<file path="config.mk">
export PLATFORM = sky130hd
export DESIGN_NAME = phbs_queue
export DESIGN_NICKNAME = d
export VERILOG_FILES = /design/src/rtl/phbs_pkg.sv /design/src/rtl/phbs_queue.sv
export SDC_FILE = /design/constraint.sdc
export NUM_CORES = 1
export LEC_CHECK = 0
export BUFFER_PORTS_ARGS = -buffer_cell sky130_fd_sc_hd__buf_4
export CAP_MARGIN = 10
export CORE_MARGIN = 2
export CORE_UTILIZATION = 57
export DETAILED_ROUTE_END_ITERATION = 7
export PLACE_DENSITY = 0.79
export SYNTH_ARGS = -nofsm -noshare
export SYNTH_HDL_FRONTEND = slang
export SYNTH_SLANG_ARGS = --single-unit
</file>
<file path="constraint.sdc">
create_clock -name clock -period 3.37 [get_ports clock]
set_clock_uncertainty 0.05 [all_clocks]
set_input_delay 0.674 -clock clock [delete_from_list [all_inputs] [get_ports clock]]
set_output_delay 0.674 -clock clock [all_outputs]
set_load 0.02 [all_outputs]
</file>
<file path="src/rtl/phbs_pkg.sv">
`timescale 1ns / 1ps

package phbs_pkg;

   // Lights held in the register file, and how many of them are shaded.
   localparam int LIGHT_REGS  = 4;
   localparam int LIGHT_COUNT = 4;
   localparam int LIGHT_USED  = (LIGHT_COUNT < LIGHT_REGS) ? LIGHT_COUNT : LIGHT_REGS;
   localparam int LIGHT_IDX_W = $clog2(LIGHT_REGS);

   // Configuration port.
   localparam int CSR_IDX_W  = 4;
   localparam int CSR_DATA_W = 64;
   localparam int GAIN_W     = 9;
   localparam int SHINE_W    = 8;

   typedef enum logic [CSR_IDX_W-1:0] {
      REG_LIGHT_ZERO    = 4'd0,
      REG_LIGHT_ONE     = 4'd1,
      REG_LIGHT_TWO     = 4'd2,
      REG_LIGHT_THREE   = 4'd3,
      REG_AMBIENT_GAIN  = 4'd4,
      REG_DIFFUSE_GAIN  = 4'd5,
      REG_SPECULAR_GAIN = 4'd6,
      REG_SHININESS     = 4'd7
   } reg_index_type;

   // Reset values of the gain registers.
   localparam logic [GAIN_W-1:0]  KA_RESET    = 9'd26;
   localparam logic [GAIN_W-1:0]  KD_RESET    = 9'd128;
   localparam logic [GAIN_W-1:0]  KS_RESET    = 9'd128;
   localparam logic [SHINE_W-1:0] SHINE_RESET = 8'd2;

   // Fields of a light register.
   localparam int LDIR_W = 13;
   localparam int LX_LSB = 24;
   localparam int LY_LSB = 37;
   localparam int LZ_LSB = 50;
   localparam int LEN_BIT = 63;

   // Integer square root of the squared normal length (scaled by 2^20).
   localparam int SQRT_BITS = 19;
   localparam int RAD_W     = 38;

   // Normalizing divider: 15 quotient bits, numerator up to 33 bits.
   localparam int DIV_BITS  = 15;
   localparam int DIV_W     = 33;
   localparam int NUM_SHIFT = 24;
   localparam logic [7:0] NZ_RAW = 8'd8;

   // Q1.14 vectors.
   localparam int NRM_W = 16;
   localparam logic signed [NRM_W-1:0] ONE_Q14 = 16'sd16384;
   localparam logic signed [NRM_W-1:0] L0_X    = -16'sd11408;
   localparam logic signed [NRM_W-1:0] L0_Y    = 16'sd11408;
   localparam logic signed [NRM_W-1:0] L0_Z    = 16'sd2852;

   // One power stage per possible exponent step.
   localparam int POW_STAGES = (1 << SHINE_W) - 1;

   // Channel terms: units of 1/(255 * 2^22).
   localparam int TERM_W = 30;
   localparam logic [TERM_W-1:0] FULL_SCALE = 30'd255 << 22;

   // Queue between the normal unit and the shading pipeline.
   localparam int QUEUE_DEPTH = 4;
   localparam int QPTR_W      = $clog2(QUEUE_DEPTH);
   localparam int QCNT_W      = $clog2(QUEUE_DEPTH + 1);

   typedef struct packed {
      logic signed [NRM_W-1:0] x;
      logic signed [NRM_W-1:0] y;
      logic signed [NRM_W-1:0] z;
   } normal_type;

   typedef struct packed {
      logic [LIGHT_REGS-1:0][CSR_DATA_W-1:0] light;
      logic [GAIN_W-1:0]                     ka;
      logic [GAIN_W-1:0]                     kd;
      logic [GAIN_W-1:0]                     ks;
      logic [SHINE_W-1:0]                    shine;
   } cfg_type;

endpackage

</file>
<file path="src/rtl/phbs_queue.sv">
`timescale 1ns / 1ps

module phbs_queue
   import phbs_pkg::*;
(
   input  logic       clock,
   input  logic       reset,
   input  logic       push_valid_i,
   output logic       push_ready_o,
   input  normal_type push_data_i,
   output logic       pop_valid_o,
   input  logic       pop_ready_i,
   output normal_type pop_data_o
);

   normal_type        mem_ff [QUEUE_DEPTH];
   logic [QPTR_W-1:0] wr_ff, rd_ff;
   logic [QCNT_W-1:0] cnt_ff;
   logic              push, pop;

   assign push_ready_o = (cnt_ff != QCNT_W'(QUEUE_DEPTH));
   assign pop_valid_o  = (cnt_ff != '0);
   assign push         = push_valid_i && push_ready_o;
   assign pop          = pop_valid_o && pop_ready_i;
   assign pop_data_o   = mem_ff[rd_ff];

   // Pointers wrap on their own since the depth is a power of two.
   always_ff @(posedge clock) begin
      if (reset) begin
         wr_ff  <= '0;
         rd_ff  <= '0;
         cnt_ff <= '0;
      end else begin
         if (push) begin
            wr_ff <= wr_ff + 1'b1;
         end
         if (pop) begin
            rd_ff <= rd_ff + 1'b1;
         end
         if (push && !pop) begin
            cnt_ff <= cnt_ff + 1'b1;
         end else if (pop && !push) begin
            cnt_ff <= cnt_ff - 1'b1;
         end
      end
   end

   always_ff @(posedge clock) begin
      if (push) begin
         mem_ff[wr_ff] <= push_data_i;
      end
   end

`ifndef SYNTH
   a_cnt_bound: assert property (@(posedge clock) disable iff (reset)
      cnt_ff <= QCNT_W'(QUEUE_DEPTH))
      else $error("queue count beyond depth");

   a_cnt_up: assert property (@(posedge clock) disable iff (reset)
      (push && !pop) |=> (cnt_ff == $past(cnt_ff) + 1'b1))
      else $error("queue count missed a push");

   a_cnt_down: assert property (@(posedge clock) disable iff (reset)
      (pop && !push) |=> (cnt_ff == $past(cnt_ff) - 1'b1))
      else $error("queue count missed a pop");

   a_empty_ptrs: assert property (@(posedge clock) disable iff (reset)
      (cnt_ff == '0) |-> (wr_ff == rd_ff))
      else $error("queue pointers apart while empty");
`endif

endmodule

</file>
==> results.py, run 1 <==
metrics = {
    "synthesis": {
        "yosysTopAreaCell": "edfxtp_1",
        "synth.top_cell.area_share_pct": 78.09,
        "syn_area_mm2": 0.007383,
        "seq_area_frac_synth_pct": 80.53,
        "synthArstFlopShare_pct": 0,
        "synth_cell_types": 23,
        "synth_edf_count": 192,
        "yosys_warnings": 0,
        "avgSynthCellArea_um2": 24.78,
        "synth_area_leaders": "edfxtp_1 (78%), mux4_2 (15%), dfxtp_1 (2.4%), ha_1 (0.85%), xor2_1 (0.47%)",
        "ys.flop_type": "edfxtp_1",
        "synth_most_common_cell": "edfxtp_1",
        "synth-seq-cells": 201,
        "netlist_instances": 298,
        "synthTopCellsByCount": "edfxtp_1 (192), mux4_2 (48), dfxtp_1 (9)",
        "synthesis.nets": 356,
    },
    "clocking": {
        "numCtsBuffers": 20,
        "clock_path_buffers": 3,
        "cts_setup_buffers": 0,
        "cts-root-buf": "clkbuf_16",
        "tritoncts": "yes",
        "cts_resized": 0,
        "path_clk_slew_ns": 0.06,
        "cts_hold_buf": 0,
        "clock_sink_count": 201,
        "clk-insertion-delay-late_ns": 0.47,
        "htreeDepth": 1,
    },
    "final_layout": {
        "drive_gt1_share_pct": 44.63,
        "antenna_cells": 0,
        "finalNetCount": 474,
        "area_growth_pct": 22.06,
    },
    "status": {
        "status": "finished clean",
    },
    "min_path": {
        "holdCritPathClass": "primary input to register",
    },
    "detailed_routing": {
        "vias_per_cell": 5.580,
        "first_pass_iters": 4,
        "routed_wl_um": 12500,
        "drtAntennaViolNets": 0,
        "drc_errors": 0,
        "drt-wirelength-per-cell_um": 20.83,
        "drtIter0Drc": 246,
        "vias": 3348,
    },
    "floorplan": {
        "rows": 41,
        "die_h_um": 117.8,
        "die_w_um": 117.8,
        "io_pins": 102,
        "coreArea_mm2": 0.01262,
        "dieArea_mm2": 0.01388,
        "initial_core_util_pct": 58.51,
    },
    "pwr": {
        "design_power_total_uw": 7116,
        "comb_power_share_pct": 26.4,
        "clockPowerShare_pct": 28.9,
        "seqPwrFrac_pct": 44.7,
        "power_density_mw_per_mm2": 789.6,
        "leakage_uw": 0.003055,
        "internal_power_uw": 5162,
        "swShare_pct": 27.46,
        "p_sw_uw": 1954,
        "ir_worst_vdd_v": 0.0005438,
    },
    "sta": {
        "finalMaxSlewViolations": 0,
        "timing.final.crit_share_pct": 85.66,
        "rsz0062_at_grt": "false",
        "tns_ns": 0,
        "setup_viol": 0,
        "worst_slew_pin_slew_ns": 0.6671,
        "max_freq_ghz": 0.3464,
        "hold_viol": 0,
        "maxSlewHeadroom_pct": 55.52,
        "worst_hold_slack_ns": 0.3466,
        "period_needed_ns": 2.887,
    },
    "placed_design": {
        "place_congestion": 0.7616,
        "portBuffers": 101,
        "dpl.hpwl_um": 7468,
    },
    "setup_path": {
        "crit_path_end_kind": "output pin",
        "cp_max_fo": 30,
        "cp.arrival_ns": 2.16,
        "startpoint_type": "register",
        "crit_required_ns": 2.65,
        "critPathKind": "register to output pin",
    },
    "grt": {
        "track_usage_pct": 18.50,
        "grt_pass1_vias": 3532,
        "gr-total-overflow": 0,
        "antenna_found_initial": 0,
        "grt_max_degree": 49,
        "grt_pass1_wl_um": 19800,
    },
    "flow_run": {
        "cap_violations": 0,
    },
}
-- critical path, stage by stage, from the launching register on --
cell	delay [ns]
dfxtp_4	0.60
buf_12	0.32
mux4_2	0.58
buf_4	0.18
-- through the flow --
stage               util (%)  area [um2]  setup WS [ns]  instances
floorplan                  -        7383         0.7817        298
global placement       66.56        8399         0.9289        566
detailed placement     66.56        8399         0.9148        566
CTS                    71.42        9012         0.4034        600
global route           71.42        9012         0.3479        600
finish                 71.42        9012         0.4833        600
-- metal layers --
metal / track usage, % / vias up / routed length [um] / share of wire (%)
met5: 0 / - / 0 / 0
met3: 5.281 / 23 / 795 / 6.4
li1: - / 1491 / - / -
met2: 30.12 / 92 / 6273 / 50
met1: 25.45 / 1742 / 5224 / 42
met4: 4.066 / 0 / 201 / 1.6
-- cell families after synthesis --
logic type	share of synthesized area, %
AO/OA/AOI/OAI	0.5083
XOR/XNOR	0.4744
adder cells (fa/ha/maj)	1.118
buffers and inverters	1.169
flip-flops	80.53
multiplexers	15.07
AND/OR/NAND/NOR	1.135
-- path summary, 6_finish.rpt --
kind                                from                 endpoint  slack, ns  cells past startpoint
setup / recovery                register           pop_data_o[25]       0.48                      3
hold reg to reg    wr_ff[1]$_SDFFE_PP0P_    wr_ff[1]$_SDFFE_PP0P_       0.46                      2
setup reg to reg  cnt_ff[0]$_SDFFE_PP0P_   cnt_ff[2]$_SDFFE_PP0P_       1.11                      8
hold / removal           push_data_i[37]  mem_ff[3][37]$_DFFE_PP_       0.35                      1
-- sequential cells by signal, indices dropped and copies added, names as in the netlist, named ones only --
register,flops
wr_ff,2
cnt_ff,3
mem_ff,192
rd_ff,2
-- power groups by stage --
| stage | registers (uW) | logic (uW) | clock network [uW] |
|---|---|---|---|
| floorplan | 3150 | 1270 | 0 |
| finish | 3180 | 1880 | 2050 |
| detailed placement | 3240 | 1910 | 0 |
| global placement | 3220 | 1890 | 0 |
| CTS | 3190 | 1910 | 2100 |
| global route | 3210 | 2000 | 2200 |
-- cell type report --
cell class	count	area, um2
clock buffer	22	529.3
clock inverter	12	83.83
fill	782	3607
inverter	3	11.26
multi-input combinational	83	1356
sequential	201	5951
tap	172	215.2
timing repair buffer	107	865.8
-- layout by cell type, fill, tap and decap left out --
cell        instances
and2_2              4
or3_1               2
inv_1               3
dfxtp_2             1
nor2_1              8
a21boi_2            1
mux2_2              1
buf_4             102
a21oi_1             1
xor2_1              4
bufinv_16           1
dfxtp_1             7
o31ai_1             1
o311ai_0            1
clkinvlp_4          2
mux4_2             48
mux2i_1             2
nand2_1             1
fa_1                1
ha_1                5
clkbuf_16          21
buf_12              5
clkbuf_1            1
o21ai_0             1
clkinv_1            5
nand2b_1            2
dfxtp_4             1
edfxtp_1          192
clkinv_2            4
Note: power is estimated with default switching activity, not from simulation.
==> run 2: changes to the inputs <==
CELL_PAD_IN_SITES_DETAIL_PLACEMENT = 1   (was unset)
CELL_PAD_IN_SITES_GLOBAL_PLACEMENT = 2   (was unset)
CORE_UTILIZATION = 44   (was 57)
PLACE_DENSITY = unset   (was 0.79)
PLACE_DENSITY_LB_ADDON = 0.1   (was unset)
==> results.py, run 2 (same netlist as run 1, synthesis figures left out) <==
metrics = {
    "clocking": {
        "clock_sink_count": 201,
        "clock_path_buffers": 3,
        "numCtsBuffers": 21,
        "path_clk_slew_ns": 0.06,
        "cts_hold_buf": 0,
        "tritoncts": "yes",
        "htreeDepth": 1,
        "clk-insertion-delay-late_ns": 0.49,
        "cts_setup_buffers": 0,
        "cts-root-buf": "clkbuf_16",
        "cts_resized": 0,
    },
    "floorplan": {
        "dieArea_mm2": 0.01783,
        "rows": 47,
        "coreArea_mm2": 0.01647,
        "io_pins": 102,
        "die_w_um": 133.5,
        "die_h_um": 133.5,
        "initial_core_util_pct": 44.84,
    },
    "pwr": {
        "clockPowerShare_pct": 29.1,
        "seqPwrFrac_pct": 44.7,
        "internal_power_uw": 5196,
        "p_sw_uw": 1972,
        "power_density_mw_per_mm2": 787.2,
        "leakage_uw": 0.003074,
        "swShare_pct": 27.52,
        "comb_power_share_pct": 26.2,
        "ir_worst_vdd_v": 0.0004923,
    },
    "final_layout": {
        "mostFrequentLayoutCell": "edfxtp_1",
        "antenna_cells": 0,
        "reg_top3": "mem_ff x192, cnt_ff x3",
        "largest_register_ffs": 192,
        "area_growth_pct": 23.33,
        "drive_gt1_share_pct": 43.68,
        "fin_util_pct": 55.30,
        "postLayoutCellArea_mm2": 0.009106,
        "finalNetCount": 479,
        "top_register": "mem_ff",
        "layout_common_cells": "edfxtp_1 (192), buf_4 (106), mux4_2 (48), clkbuf_16 (21), nor2_1 (8)",
    },
    "setup_path": {
        "cp.arrival_ns": 2.17,
        "crit_path_end_kind": "output pin",
        "startpoint_type": "register",
        "crit_required_ns": 2.65,
        "critPathKind": "register to output pin",
        "cp_max_fo": 24,
    },
    "placed_design": {
        "portBuffers": 101,
        "dpl.hpwl_um": 7987,
        "post_dp_cell_area_mm2": 0.008489,
        "place_congestion": 0.6738,
    },
    "sta": {
        "hold_viol": 0,
        "period_needed_ns": 2.890,
        "finalMaxSlewViolations": 0,
        "setup_viol": 0,
        "max_freq_ghz": 0.3460,
        "rsz0062_at_grt": "false",
        "worst_slew_pin_slew_ns": 0.5857,
        "worst_hold_slack_ns": 0.3333,
        "tns_ns": 0,
        "maxSlewHeadroom_pct": 60.96,
        "timing.final.crit_share_pct": 85.76,
    },
    "grt": {
        "gr-total-overflow": 0,
        "grt_pass1_wl_um": 21080,
        "track_usage_pct": 15.57,
        "grt_max_degree": 49,
        "grt_pass1_vias": 3688,
        "antenna_found_initial": 0,
    },
    "detailed_routing": {
        "vias": 3326,
        "vias_per_cell": 5.078,
        "drtIter0Drc": 234,
        "first_pass_iters": 4,
        "drc_errors": 0,
        "drt-wirelength-per-cell_um": 20.34,
        "routed_wl_um": 13330,
        "drtAntennaViolNets": 0,
    },
    "status": {
        "status": "finished clean",
    },
    "flow_run": {
        "cap_violations": 0,
    },
    "min_path": {
        "holdCritPathClass": "primary input to register",
    },
}
## run 2: changes by cell type in the layout (fill, tap and decap cells not counted), sizes merged
cell      previous run  this run
buf                107       111
clkbuf              22        28
clkinvlp             2         0
clkinv               9         7
inv                  3         4
## run 2: power by group through the flow
stage | Clock (uW) | Sequential (uW) | Combinational (uW)
detailed placement | 0 | 3270 | 1920
finish | 2090 | 3200 | 1880
global route | 2250 | 3250 | 2010
floorplan | 0 | 3150 | 1270
global placement | 0 | 3260 | 1900
CTS | 2150 | 3220 | 1930
## run 2: final timing paths
| kind | from | to | slack (ns) | depth (start not counted) |
|---|---|---|---|---|
| max | register | pop_data_o[44] | 0.48 | 3 |
| min | push_data_i[16] | mem_ff[3][16]$_DFFE_PP_ | 0.33 | 1 |
| max reg2reg | cnt_ff[0]$_SDFFE_PP0P_ | cnt_ff[2]$_SDFFE_PP0P_ | 1.02 | 8 |
| min reg2reg | wr_ff[1]$_SDFFE_PP0P_ | wr_ff[1]$_SDFFE_PP0P_ | 0.47 | 2 |
## run 2: routing by layer
layer / vias to the layer above / wire length [um] / track usage (%)
li1: 1503 / - / -
met4: 0 / 238 / 4.019
met5: - / 0 / 0
met3: 19 / 743 / 3.349
met1: 1722 / 5393 / 19.79
met2: 82 / 6949 / 27.41
## run 2: critical path, cell delays in order, from the launching register on
cell and delay [ns]:
dfxtp_4 0.65, buf_4 0.31, mux4_2 0.53, buf_4 0.18
## run 2: layout make-up
cell class	instances	area (um2)
inverters	3	11.26
fillers	1453	7360
clock buffers	28	551.8
clock inverters	9	65.06
multi-input cells	83	1356
well taps	220	275.3
flip-flops and latches	201	5951
repair buffers	111	895.9
## run 2: stage by stage
step                setup slack, ns  total power, uW  instances
global placement             0.9233             5161        618
CTS                          0.3843             7297        655
global route                 0.3108             7502        655
finish                       0.4799             7168        655
floorplan                    0.7817             4425        298
detailed placement           0.8350             5191        618
==> run 3: changes to the inputs <==
BUFFER_PORTS_ARGS = unset   (was -buffer_cell sky130_fd_sc_hd__buf_4)
CORE_UTILIZATION = 49   (was 44)
DONT_BUFFER_PORTS = 1   (was unset)
==> results.py, run 3 (same netlist as run 1, synthesis figures left out) <==
metrics = {
    "pwr": {
        "seqPwrFrac_pct": 48.3,
        "internal_power_uw": 4771,
        "swShare_pct": 27.97,
        "p_sw_uw": 1853,
        "comb_power_share_pct": 21.3,
        "clockPowerShare_pct": 30.4,
        "ir_worst_vdd_v": 0.0004948,
        "power_density_mw_per_mm2": 800.5,
        "design_power_total_uw": 6623,
        "leakage_uw": 0.002573,
    },
    "sta": {
        "timing.final.crit_share_pct": 81.86,
        "maxSlewHeadroom_pct": 59.40,
        "rsz0062_at_grt": "false",
        "max_freq_ghz": 0.3625,
        "tns_ns": 0,
        "period_needed_ns": 2.759,
        "finalMaxSlewViolations": 0,
        "setup_viol": 0,
        "worst_slew_pin_slew_ns": 0.6089,
        "hold_viol": 0,
    },
    "detailed_routing": {
        "drt-wirelength-per-cell_um": 24.06,
        "drc_errors": 0,
        "drtIter0Drc": 146,
        "routed_wl_um": 12390,
        "drtAntennaViolNets": 0,
        "vias": 2986,
        "first_pass_iters": 4,
        "vias_per_cell": 5.798,
    },
    "setup_path": {
        "worst_r2r_path_depth": 8,
        "startpoint_type": "register",
        "r2r_start": "cnt_ff[0]$_SDFFE_PP0P_",
        "crit_required_ns": 2.65,
        "r2r_end": "cnt_ff[2]$_SDFFE_PP0P_",
        "crit_path_end_kind": "output pin",
        "cp.arrival_ns": 2.03,
        "critPathKind": "register to output pin",
        "cp_max_fo": 19,
        "reg2reg_slack_ns": 1.11,
    },
    "floorplan": {
        "io_pins": 102,
        "die_w_um": 126.8,
        "initial_core_util_pct": 50.42,
        "rows": 44,
        "die_h_um": 126.8,
        "coreArea_mm2": 0.01464,
        "dieArea_mm2": 0.01607,
    },
    "placed_design": {
        "dpl.hpwl_um": 7579,
        "place_congestion": 0.6676,
        "dp.cells": 479,
        "portBuffers": 0,
    },
    "clocking": {
        "cts_hold_buf": 0,
        "clk-insertion-delay-late_ns": 0.48,
        "cts-root-buf": "clkbuf_16",
        "htreeDepth": 1,
        "numCtsBuffers": 21,
        "tritoncts": "yes",
        "cts_resized": 0,
        "clock_path_buffers": 3,
        "cts_setup_buffers": 0,
        "path_clk_slew_ns": 0.06,
        "clock_sink_count": 201,
    },
    "final_layout": {
        "finalNetCount": 376,
        "layout_common_cells": "edfxtp_1 (192), mux4_2 (48), clkbuf_16 (21), nor2_1 (8), dfxtp_1 (7)",
        "reg_top3": "mem_ff x192, cnt_ff x3",
        "nFillCells": 1195,
        "mostFrequentLayoutCell": "edfxtp_1",
        "final-instance-count-excl-fill": 515,
        "largest_register_ffs": 192,
        "drive_gt1_share_pct": 27.49,
        "top_register": "mem_ff",
        "antenna_cells": 0,
        "area_growth_pct": 12.07,
        "fin_util_pct": 56.50,
    },
    "min_path": {
        "worstHoldPathCells": 1,
        "hold_end": "cnt_ff[2]$_SDFFE_PP0P_",
        "holdCritPathClass": "primary input to register",
        "hold_path_startpoint": "reset",
    },
    "grt": {
        "grt_pass1_vias": 3359,
        "gr-total-overflow": 0,
        "antenna_found_initial": 0,
        "grt_max_degree": 31,
        "grt_pass1_wl_um": 19110,
        "track_usage_pct": 15.85,
    },
    "flow_run": {
        "cap_violations": 0,
    },
    "status": {
        "status": "finished clean",
    },
}
-- run 3: cell type report --
type                    count  area, um2  share of cell area (%)
repair buffers              8      122.6                   1.482
clock inverters             9      45.04                  0.5444
clock buffers              27      558.0                   6.744
well taps                 184      230.2                   2.782
flip-flops and latches    201       5951                   71.92
multi-input cells          83       1356                   16.39
inverters                   3      11.26                  0.1361
-- run 3: worst max-delay path by stage --
stage | start | endpoint | slack, ns | depth (start not counted)
2_1_floorplan | push_valid_i | mem_ff[0][0]$_DFFE_PP_ | 0.78 | 2
3_3_place_gp | register | pop_data_o[44] | 1.01 | 2
3_5_place_dp | push_valid_i | cnt_ff[2]$_SDFFE_PP0P_ | 0.99 | 7
4_1_cts | register | pop_data_o[44] | 0.53 | 2
5_1_grt | register | pop_data_o[19] | 0.47 | 2
6_report | register | pop_data_o[16] | 0.61 | 2
-- run 3: power groups by stage --
stage / registers [uW] / logic, uW / clock network (uW)
after global routing: 3240 / 1520 / 2160
after global placement: 3240 / 1450 / 0
final: 3200 / 1410 / 2010
after CTS: 3210 / 1460 / 2070
after detailed placement: 3260 / 1450 / 0
after floorplan: 3150 / 1270 / 0
-- run 3: stage by stage --
stage | cell area, um2 | hold WS [ns] | setup WS [ns]
detailed placement | 7671 | 0.4700 | 0.9858
CTS | 8274 | 0.1846 | 0.5268
global route | 8274 | 0.1837 | 0.4727
global placement | 7671 | 0.4552 | 1.014
finish | 8274 | 0.2067 | 0.6115
floorplan | 7383 | 0.4320 | 0.7817
-- run 3: layer usage --
metal	vias to the layer above	part of all wire, %	global-route usage [%]	routed length [um]
met5	-	0	0	0
met2	96	52	27.31	6426
met1	1575	38	18.68	4649
met4	0	1.8	4.396	221
met3	20	8.8	6.284	1093
li1	1295	-	-	-
-- run 3: critical path, stage by stage, from the launching register on --
cell,delay (ns)
dfxtp_4,0.60
buf_4,0.32
mux4_2,0.62
